File: src/hdl/bthc_pkg.sv
// Shared types and constants for the button tap/hold classifier.
package bthc_pkg;

    // Button count; one cell per button, scan covers at most 16
    localparam int NUM_BUTTONS = 16;
    localparam int BTN_W       = 4;
    localparam int TIME_W      = 32;
    localparam int THR_W       = 16;
    localparam int MASK_W      = 16;
    localparam int CFG_IDX_W   = 2;
    localparam int CFG_DATA_W  = 16;
    localparam int NUM_CELLS   = (NUM_BUTTONS < 16) ? NUM_BUTTONS : 16;

    // Request opcodes
    localparam logic [1:0] OP_TICK = 2'd0;
    localparam logic [1:0] OP_DOWN = 2'd1;
    localparam logic [1:0] OP_UP   = 2'd2;

    // Event kinds
    localparam logic [1:0] KIND_HELD     = 2'd0;
    localparam logic [1:0] KIND_SINGLE   = 2'd1;
    localparam logic [1:0] KIND_RELEASED = 2'd2;
    localparam logic [1:0] KIND_RAW      = 2'd3;

    // Configuration register indexes
    localparam logic [CFG_IDX_W-1:0] CFG_HOLD_THR = 2'd0;
    localparam logic [CFG_IDX_W-1:0] CFG_DETECT   = 2'd1;
    localparam logic [CFG_IDX_W-1:0] CFG_MASK     = 2'd2;

    // Reset values
    localparam logic [THR_W-1:0]  HOLD_THR_RST = 16'd500;
    localparam logic [MASK_W-1:0] MASK_RST     = 16'hE55F;

    typedef enum logic [1:0] {
        ST_IDLE,
        ST_EXEC,
        ST_SCAN
    } state_t;

    // Commands broadcast from the controller to every cell
    typedef struct packed {
        logic wr_press;  // selected cell records a press
        logic clr;       // selected cell drops its press
        logic eval;      // all cells latch their hold-due flag
        logic adv;       // scan token moves one cell on
    } cell_cmd_t;

endpackage

File: src/hdl/bthc_if.sv
// Request and event channel interfaces.
interface bthc_in_if;
    logic                       valid;
    logic                       ready;
    logic [1:0]                 opcode;
    logic [bthc_pkg::BTN_W-1:0] button_index;
    logic [bthc_pkg::TIME_W-1:0] now_ms;

    modport source (output valid, output opcode, output button_index, output now_ms,
                    input ready);
    modport sink   (input valid, input opcode, input button_index, input now_ms,
                    output ready);
endinterface

interface bthc_out_if;
    logic                       valid;
    logic                       ready;
    logic [1:0]                 event_kind;
    logic [bthc_pkg::BTN_W-1:0] event_button;
    logic                       last_of_run;

    modport source (output valid, output event_kind, output event_button,
                    output last_of_run, input ready);
    modport sink   (input valid, input event_kind, input event_button,
                    input last_of_run, output ready);
endinterface

File: src/hdl/bthc_cell.sv
// One button cell: press time, flags, hold-due flag and scan token.
module bthc_cell (
    input  logic                          clk,
    input  logic                          rst_n,
    input  bthc_pkg::cell_cmd_t           cmd,
    input  logic                          sel,
    input  logic [bthc_pkg::TIME_W-1:0]   now_ms,
    input  logic [bthc_pkg::THR_W-1:0]    hold_thr,
    input  logic                          tok_in,
    input  logic                          rest_in,
    output logic                          tok_out,
    output logic                          rest_out,
    output logic                          hit,
    output logic                          hit_last,
    output logic [bthc_pkg::TIME_W-1:0]   start_ms
);

    logic [bthc_pkg::TIME_W-1:0] stamp_reg, stamp_next;
    logic                        pressed_reg, pressed_next;
    logic                        held_reg, held_next;
    logic                        due_reg, due_next;
    logic                        tok_reg, tok_next;
    logic [bthc_pkg::TIME_W-1:0] age;

    // Wrapping age of the open press
    assign age = now_ms - stamp_reg;

    // Scan outputs: token sits here and a hold is due
    assign hit      = tok_reg & due_reg;
    assign hit_last = hit & ~rest_in;
    assign rest_out = due_reg | rest_in;
    assign tok_out  = tok_reg;
    assign start_ms = pressed_reg ? stamp_reg : '0;

    // Next state
    always_comb
    begin
        stamp_next   = stamp_reg;
        pressed_next = pressed_reg;
        held_next    = held_reg;
        due_next     = due_reg;
        tok_next     = tok_reg;
        if (cmd.eval)
        begin
            due_next = pressed_reg & ~held_reg &
                       (age >= {{(bthc_pkg::TIME_W-bthc_pkg::THR_W){1'b0}}, hold_thr});
        end
        if (cmd.adv)
        begin
            tok_next = tok_in;
            if (hit)
            begin
                held_next = 1'b1;
            end
        end
        if (sel && cmd.wr_press)
        begin
            stamp_next   = now_ms;
            pressed_next = 1'b1;
            held_next    = 1'b0;
        end
        if (sel && cmd.clr)
        begin
            stamp_next   = '0;
            pressed_next = 1'b0;
            held_next    = 1'b0;
        end
    end

    // Cell registers
    always_ff @(posedge clk or negedge rst_n)
    begin
        if (!rst_n)
        begin
            stamp_reg   <= '0;
            pressed_reg <= 1'b0;
            held_reg    <= 1'b0;
            due_reg     <= 1'b0;
            tok_reg     <= 1'b0;
        end
        else
        begin
            stamp_reg   <= stamp_next;
            pressed_reg <= pressed_next;
            held_reg    <= held_next;
            due_reg     <= due_next;
            tok_reg     <= tok_next;
        end
    end

endmodule

File: src/hdl/button_tap_hold_classifier_unit.sv
// Top level of the button tap/hold classifier: controller, cell row, event register.
// Each button owns one cell in a row of 16; a tick first has every cell check its
// press age against the hold threshold at once, then a scan token walks the row
// one cell per cycle, stalling on a due cell while the event register is full, and
// each due cell hands out one held event. Down and up requests that emit an event
// likewise wait while the event register is full. A new request is taken only
// when the previous one is finished; the event register decouples the output
// side, so a pending event does not hold off the next request. After reset
// the threshold is 500 ms, detection mode is off, the mapped mask is 0xE55F and
// no press is open. Configuration writes must come while the block is idle.
module button_tap_hold_classifier_unit (
    input  logic                              clk,
    input  logic                              rst_n,
    bthc_in_if.sink                           req,
    bthc_out_if.source                        evt,
    input  logic                              cfg_we,
    input  logic [bthc_pkg::CFG_IDX_W-1:0]    cfg_index,
    input  logic [bthc_pkg::CFG_DATA_W-1:0]   cfg_data
);

    localparam int N = bthc_pkg::NUM_CELLS;

    bthc_pkg::state_t             state_reg, state_next;
    logic [1:0]                   op_reg;
    logic [bthc_pkg::BTN_W-1:0]   idx_reg;
    logic [bthc_pkg::TIME_W-1:0]  now_reg;

    logic [bthc_pkg::THR_W-1:0]   thr_reg;
    logic                         detect_reg;
    logic [bthc_pkg::MASK_W-1:0]  mask_reg;

    logic                         out_valid_reg, out_valid_next;
    logic [1:0]                   kind_reg;
    logic [bthc_pkg::BTN_W-1:0]   btn_reg;
    logic                         last_reg;

    logic                         emit;
    logic [1:0]                   emit_kind;
    logic [bthc_pkg::BTN_W-1:0]   emit_btn;
    logic                         emit_last;

    bthc_pkg::cell_cmd_t          cmd;
    logic                         tok_start;
    logic [N-1:0]                 sel;
    logic [N:0]                   tok_chain;
    logic [N:0]                   rest_chain;
    logic [N-1:0]                 hit;
    logic [N-1:0]                 hit_last;
    logic [bthc_pkg::TIME_W-1:0]  start_ms [N];

    logic                         slot_free;
    logic                         mapped;
    logic [bthc_pkg::TIME_W-1:0]  dur;
    logic [bthc_pkg::TIME_W-1:0]  start_sel;
    logic [bthc_pkg::BTN_W-1:0]   hit_idx;

    // Channel outputs
    assign req.ready        = (state_reg == bthc_pkg::ST_IDLE);
    assign evt.valid        = out_valid_reg;
    assign evt.event_kind   = kind_reg;
    assign evt.event_button = btn_reg;
    assign evt.last_of_run  = last_reg;

    assign slot_free = ~out_valid_reg | evt.ready;

    // Cell row: token runs up from cell 0, pending-due flags run down
    assign tok_chain[0]  = tok_start;
    assign rest_chain[N] = 1'b0;

    for (genvar i = 0; i < N; i++)
    begin : g_cell
        assign sel[i] = (idx_reg == bthc_pkg::BTN_W'(i));

        bthc_cell u_cell (
            .clk      (clk),
            .rst_n    (rst_n),
            .cmd      (cmd),
            .sel      (sel[i]),
            .now_ms   (now_reg),
            .hold_thr (thr_reg),
            .tok_in   (tok_chain[i]),
            .rest_in  (rest_chain[i+1]),
            .tok_out  (tok_chain[i+1]),
            .rest_out (rest_chain[i]),
            .hit      (hit[i]),
            .hit_last (hit_last[i]),
            .start_ms (start_ms[i])
        );
    end

    // Button lookups for the addressed cell
    always_comb
    begin
        mapped    = 1'b0;
        start_sel = '0;
        for (int i = 0; i < N; i++)
        begin
            if (sel[i])
            begin
                mapped    = mask_reg[i];
                start_sel = start_ms[i];
            end
        end
    end

    assign dur = now_reg - start_sel;

    // Index of the cell holding the token with a due hold
    always_comb
    begin
        hit_idx = '0;
        for (int i = 0; i < N; i++)
        begin
            if (hit[i])
            begin
                hit_idx = hit_idx | bthc_pkg::BTN_W'(i);
            end
        end
    end

    // Controller: next state, cell commands and event emission
    always_comb
    begin
        state_next   = state_reg;
        cmd          = '0;
        tok_start    = 1'b0;
        emit         = 1'b0;
        emit_kind    = bthc_pkg::KIND_HELD;
        emit_btn     = idx_reg;
        emit_last    = 1'b1;
        unique case (state_reg)
            bthc_pkg::ST_IDLE:
            begin
                if (req.valid)
                begin
                    state_next = bthc_pkg::ST_EXEC;
                end
            end
            bthc_pkg::ST_EXEC:
            begin
                unique case (op_reg)
                    bthc_pkg::OP_TICK:
                    begin
                        cmd.eval   = 1'b1;
                        cmd.adv    = 1'b1;
                        tok_start  = 1'b1;
                        state_next = bthc_pkg::ST_SCAN;
                    end
                    bthc_pkg::OP_DOWN:
                    begin
                        if (detect_reg)
                        begin
                            if (slot_free)
                            begin
                                emit       = 1'b1;
                                emit_kind  = bthc_pkg::KIND_RAW;
                                state_next = bthc_pkg::ST_IDLE;
                            end
                        end
                        else
                        begin
                            cmd.wr_press = mapped;
                            state_next   = bthc_pkg::ST_IDLE;
                        end
                    end
                    bthc_pkg::OP_UP:
                    begin
                        if (!detect_reg && mapped)
                        begin
                            if (slot_free)
                            begin
                                emit       = 1'b1;
                                emit_kind  = (dur < {{(bthc_pkg::TIME_W-bthc_pkg::THR_W){1'b0}},
                                                     thr_reg})
                                             ? bthc_pkg::KIND_SINGLE
                                             : bthc_pkg::KIND_RELEASED;
                                cmd.clr    = 1'b1;
                                state_next = bthc_pkg::ST_IDLE;
                            end
                        end
                        else
                        begin
                            state_next = bthc_pkg::ST_IDLE;
                        end
                    end
                    default:
                    begin
                        state_next = bthc_pkg::ST_IDLE;
                    end
                endcase
            end
            bthc_pkg::ST_SCAN:
            begin
                // Token stalls on a due cell until the event register frees up
                cmd.adv = ~(|hit) | slot_free;
                if ((|hit) && slot_free)
                begin
                    emit      = 1'b1;
                    emit_kind = bthc_pkg::KIND_HELD;
                    emit_btn  = hit_idx;
                    emit_last = |hit_last;
                end
                if (cmd.adv && tok_chain[N])
                begin
                    state_next = bthc_pkg::ST_IDLE;
                end
            end
            default:
            begin
                state_next = bthc_pkg::ST_IDLE;
            end
        endcase
    end

    // Event register valid
    always_comb
    begin
        out_valid_next = out_valid_reg;
        if (emit)
        begin
            out_valid_next = 1'b1;
        end
        else if (evt.ready)
        begin
            out_valid_next = 1'b0;
        end
    end

    // Control and configuration registers
    always_ff @(posedge clk or negedge rst_n)
    begin
        if (!rst_n)
        begin
            state_reg     <= bthc_pkg::ST_IDLE;
            out_valid_reg <= 1'b0;
            thr_reg       <= bthc_pkg::HOLD_THR_RST;
            detect_reg    <= 1'b0;
            mask_reg      <= bthc_pkg::MASK_RST;
        end
        else
        begin
            state_reg     <= state_next;
            out_valid_reg <= out_valid_next;
            if (cfg_we)
            begin
                case (cfg_index)
                    bthc_pkg::CFG_HOLD_THR: thr_reg    <= cfg_data[bthc_pkg::THR_W-1:0];
                    bthc_pkg::CFG_DETECT:   detect_reg <= cfg_data[0];
                    bthc_pkg::CFG_MASK:     mask_reg   <= cfg_data[bthc_pkg::MASK_W-1:0];
                    default:                ;
                endcase
            end
        end
    end

    // Request and event payload registers
    always_ff @(posedge clk)
    begin
        if (req.valid && req.ready)
        begin
            op_reg  <= req.opcode;
            idx_reg <= req.button_index;
            now_reg <= req.now_ms;
        end
        if (emit)
        begin
            kind_reg <= emit_kind;
            btn_reg  <= emit_btn;
            last_reg <= emit_last;
        end
    end

endmodule

File: src/flat_wrapper.sv
// flat-port wrapper written by rule: the top's interface ports become plain ports
module button_tap_hold_classifier_unit_flat 
  (clk, rst_n, cfg_we, cfg_index, cfg_data, req_valid, req_opcode, req_button_index, req_now_ms, req_ready, evt_valid, evt_event_kind, evt_event_button, evt_last_of_run, evt_ready);
  bthc_in_if req_i ();
  bthc_out_if evt_i ();
  input  logic clk;
  input  logic rst_n;
  input  logic cfg_we;
  input  logic [bthc_pkg::CFG_IDX_W-1:0] cfg_index;
  input  logic [bthc_pkg::CFG_DATA_W-1:0] cfg_data;
  input wire logic [$bits(req_i.valid)-1:0] req_valid;
  input wire logic [$bits(req_i.opcode)-1:0] req_opcode;
  input wire logic [$bits(req_i.button_index)-1:0] req_button_index;
  input wire logic [$bits(req_i.now_ms)-1:0] req_now_ms;
  output wire logic [$bits(req_i.ready)-1:0] req_ready;
  output wire logic [$bits(evt_i.valid)-1:0] evt_valid;
  output wire logic [$bits(evt_i.event_kind)-1:0] evt_event_kind;
  output wire logic [$bits(evt_i.event_button)-1:0] evt_event_button;
  output wire logic [$bits(evt_i.last_of_run)-1:0] evt_last_of_run;
  input wire logic [$bits(evt_i.ready)-1:0] evt_ready;
  assign req_i.valid = req_valid;
  assign req_i.opcode = req_opcode;
  assign req_i.button_index = req_button_index;
  assign req_i.now_ms = req_now_ms;
  assign req_ready = req_i.ready;
  assign evt_valid = evt_i.valid;
  assign evt_event_kind = evt_i.event_kind;
  assign evt_event_button = evt_i.event_button;
  assign evt_last_of_run = evt_i.last_of_run;
  assign evt_i.ready = evt_ready;
  button_tap_hold_classifier_unit u_core (.clk(clk), .rst_n(rst_n), .req(req_i), .evt(evt_i), .cfg_we(cfg_we), .cfg_index(cfg_index), .cfg_data(cfg_data));
endmodule
File: config.mk
export PLATFORM = sky130hd
export DESIGN_NAME = button_tap_hold_classifier_unit_flat
export DESIGN_NICKNAME = d
export VERILOG_FILES = /design/src/hdl/bthc_pkg.sv /design/src/hdl/bthc_if.sv /design/src/hdl/bthc_cell.sv /design/src/hdl/button_tap_hold_classifier_unit.sv /design/src/flat_wrapper.sv
export SDC_FILE = /design/constraint.sdc
export NUM_CORES = 2
export LEC_CHECK = 0
export CAP_MARGIN = 20
export CORE_AREA = 3 3 424 510
export DETAILED_ROUTE_END_ITERATION = 8
export DIE_AREA = 0 0 427 513
export DONT_BUFFER_PORTS = 1
export PLACE_DENSITY = 0.5
export SYNTH_ARGS = -nofsm -noshare
export SYNTH_HDL_FRONTEND = slang
export SYNTH_SLANG_ARGS = --single-unit
File: constraint.sdc
create_clock -name clk -period 6.6 [get_ports clk]
set_clock_uncertainty 0.15 [all_clocks]
set_input_delay 1.32 -clock clk [delete_from_list [all_inputs] [get_ports clk]]
set_output_delay 1.32 -clock clk [all_outputs]
set_load 0.01 [all_outputs]
==> flow_summary.json <==
{
  "port_buffers": 0,
  "clock_latency_ns": 0.75,
  "min_period_over_period_pct": 96.14,
  "detail_route.vias_per_cell": 5.884,
  "grt_pass1_vias": 61390,
  "violations": "slew limit",
  "slew_violations": 415,
  "grtUsageMet1_pct": 34.07,
  "synth_edf_count": 45,
  "grt_pass1_wl_um": 442500,
  "synth_cell_types": 110,
  "yosys.area.top_type": "dfrtp_1",
  "power.switching_mw": 16.79,
  "startpoint_type": "register",
  "crit_fanout": 10,
  "netlist.area_leader.share_pct": 23.52,
  "ys_seq_area_share_pct": 26.36,
  "firstDrtPassIters": 6,
  "overflow": 0,
  "ir_drop_mv": 0.3183,
  "grt_usage_pct": 27.97,
  "ys.flop_type": "dfrtp_1",
  "chipWidth_um": 427,
  "setup.worst_path.class": "register to register",
  "max_freq_ghz": 0.1576,
  "power_leakage_nw": 29.85,
  "tightest_slew_ns": 3.403,
  "p_clk_share_pct": 14.3,
  "rsz0062_at_grt": "yes",
  "drc_errors": 0,
  "dieArea_mm2": 0.2191,
  "synthArstFlopShare_pct": 93.15,
  "fin_nets": 8857,
  "use_met2_pct": 45.03,
  "ant_nets": 0,
  "ys_ff_latch": 657,
  "hold_buffers": 0,
  "numCtsBuffers": 79,
  "initial_core_util_pct": 29.92,
  "slew_headroom_pct": -126.9,
  "h-tree-depth": 3,
  "setup_viol": 0,
  "p_sw_share_pct": 51.57,
  "syn_to_final_growth_pct": 11.54,
  "sequentialPowerShare_pct": 22.0,
  "cts_buffer_depth": 3,
  "crit_arrival_ns": 6.79,
  "p_int_mw": 15.76,
  "routed_wl_um": 317200,
  "boundaryPins": 70,
  "critical_path.endpoint_type": "register",
  "final_core_util_pct": 33.38,
  "syn_nets": 8765,
  "tritoncts": "done",
  "antenna_found_initial": 21,
  "fin_hold_ws_ns": 0.2262,
  "place_congestion": 1.041,
  "powerDensity_mw_per_mm2": 460.9,
  "rows": 185,
  "clk_pin_slew_ns": 0.07,
  "routedWlPerCell_um": 29.25,
  "drv_cap": 0,
  "fin_crit_ns": 6.345,
  "netlist_instances": 7882,
  "hp-class": "input pin to async pin",
  "combPwrFrac_pct": 63.7,
  "drt_iter0_markers": 6198,
  "largest_reg_flops": 512,
  "hpwlAfterDp_um": 252200,
  "syn_area_per_cell_um2": 8.032,
  "yosysWarningCount": 0,
  "hold_viol": 0,
  "die_h_um": 513,
  "ys_top_cells_by_area": "dfrtp_1, ha_1, o21ai_0, nand2_1, inv_1",
  "core_mm2": 0.2116,
  "num_vias": 63810,
  "clockRootBuffer": "clkbuf_16",
  "grt.met3_usage_pct": 3.933,
  "status": "complete, but fails checks",
  "clock_sinks": 657,
  "syn-cell-area_mm2": 0.06331,
  "grt-busiest-layer": "met2",
  "worstPathRequired_ns": 7.05,
  "grt_max_degree": 613,
  "drive_gt1_share_pct": 7.309
}
## cells by family after synthesis
group                    after synthesis  synth area share [%]
multiplexers                          83                 1.421
buffers and inverters               1034                 6.542
adder cells (fa/ha/maj)              822                 16.45
AND/OR/NAND/NOR                     2282                 17.36
AO/OA/AOI/OAI                       2730                 28.08
flip-flops                           657                 26.36
XOR/XNOR                             274                 3.791
## final cells by class
| type | instances | area (um2) |
|---|---|---|
| clock inverter | 35 | 404.1 |
| clock buffer | 103 | 2192 |
| sequential | 657 | 16690 |
| fill | 22410 | 140900 |
| timing repair buffer | 319 | 2485 |
| multi-input combinational | 6191 | 42590 |
| tap | 2805 | 3510 |
| inverter | 726 | 2729 |
| antenna | 9 | 22.52 |
## cells in the final DEF (no fill, tap or decap), drive strengths merged, types with 50 or more instances in the layout
cell type / instances
dfrtp: 595
xor2: 83
nor2b: 84
a22o: 93
a221oi: 65
o21a: 118
ha: 805
o21ai: 863
o211ai: 50
nand4: 124
buf: 319
nor4: 57
nand2: 849
a22oi: 164
clkbuf: 103
inv: 732
and3: 55
a21oi: 507
a31oi: 77
nand3: 198
o21bai: 60
a211oi: 74
nand2b: 118
xnor2: 191
a2111oi: 53
nor2: 414
a21o: 217
nor3: 150
## worst max-delay path, cell delays in order (launching register included)
cell       delay (ns)
edfxtp_1         0.49
buf_4            0.23
buf_4            0.19
and4b_1          0.22
and2_1           0.24
a22o_1           0.26
a221oi_1         0.29
nand4_1          0.14
ha_1             0.26
fa_1             0.45
nor2b_1          0.19
o2111ai_1        0.22
and3_1           0.24
o21bai_1         0.14
a21oi_1          0.09
xnor2_1          0.13
ha_1             0.30
nand3_1          0.14
a211oi_1         0.09
nor4_2           0.31
buf_4            0.18
o311ai_1         0.19
nor4b_2          0.27
o2111ai_1        0.19
or4_1            0.53
o21ai_1          0.10
## layer usage
metal	up-vias	wire length (um)
li1	29100	-
met1	31390	125300
met2	2651	143600
met3	673	21540
met4	4	26760
met5	-	27
## through the flow
| step | cell area, um2 | setup slack (ns) | total power, mW | cells | setup TNS (ns) |
|---|---|---|---|---|---|
| global placement | 67870 | 0.1195 | 27.20 | 10690 | 0 |
| floorplan | 63310 | 0.7586 | 19.67 | 7882 | 0 |
| global route | 70610 | -0.04019 | 34.68 | 10840 | -0.04019 |
| finish | 70620 | 0.2550 | 32.55 | 10850 | 0 |
| CTS | 70460 | 0.1204 | 32.18 | 10830 | 0 |
| detailed placement | 67870 | 0.1481 | 27.40 | 10690 | 0 |
## synthesized netlist by cell type, drive strengths merged, types with 50 or more instances
library cell / instances
a2111oi: 53
a211oi: 74
a21o: 217
a21oi: 507
a221oi: 65
a22o: 93
a22oi: 164
a31oi: 77
and3: 55
buf: 109
clkbuf: 199
dfrtp: 595
ha: 805
inv: 726
nand2: 849
nand2b: 118
nand3: 198
nand4: 124
nor2: 414
nor2b: 84
nor3: 150
nor4: 57
o211ai: 50
o21a: 118
o21ai: 863
o21bai: 60
xnor2: 191
xor2: 83
## final timing paths
path                                                          endpoint  slack (ns)  depth (start not counted)                                  from
min in group clk                  u_core.g_cell[6].u_cell.stamp_reg[5]        0.33                          2  u_core.g_cell[6].u_cell.stamp_reg[5]
worst max-delay path                          u_core.evt.event_kind[0]        0.25                         25                     u_core.idx_reg[1]
worst min-delay path              u_core.g_cell[5].u_cell.stamp_reg[2]        0.23                          0                                 rst_n
max in group asynchronous       u_core.g_cell[11].u_cell.stamp_reg[25]        3.49                          0                                 rst_n
worst min register to register    u_core.g_cell[6].u_cell.stamp_reg[5]        0.33                          2  u_core.g_cell[6].u_cell.stamp_reg[5]
worst max register to register                u_core.evt.event_kind[0]        0.25                         25                     u_core.idx_reg[1]
## power groups by stage
stage	sequential, mW	combinational, mW	clock, mW
finish	7.16	20.7	4.66
global route	7.15	22.7	4.87
CTS	7.03	20.4	4.73
detailed placement	7.10	20.3	0
global placement	7.12	20.1	0
floorplan	6.01	13.7	0
## timing repair
item | CTS | global route
gates resized for setup | 0 | 23
endpoints found under the setup margin | 0 | 3
setup buffers | 0 | 3
Power figures use the tool's default switching activity.
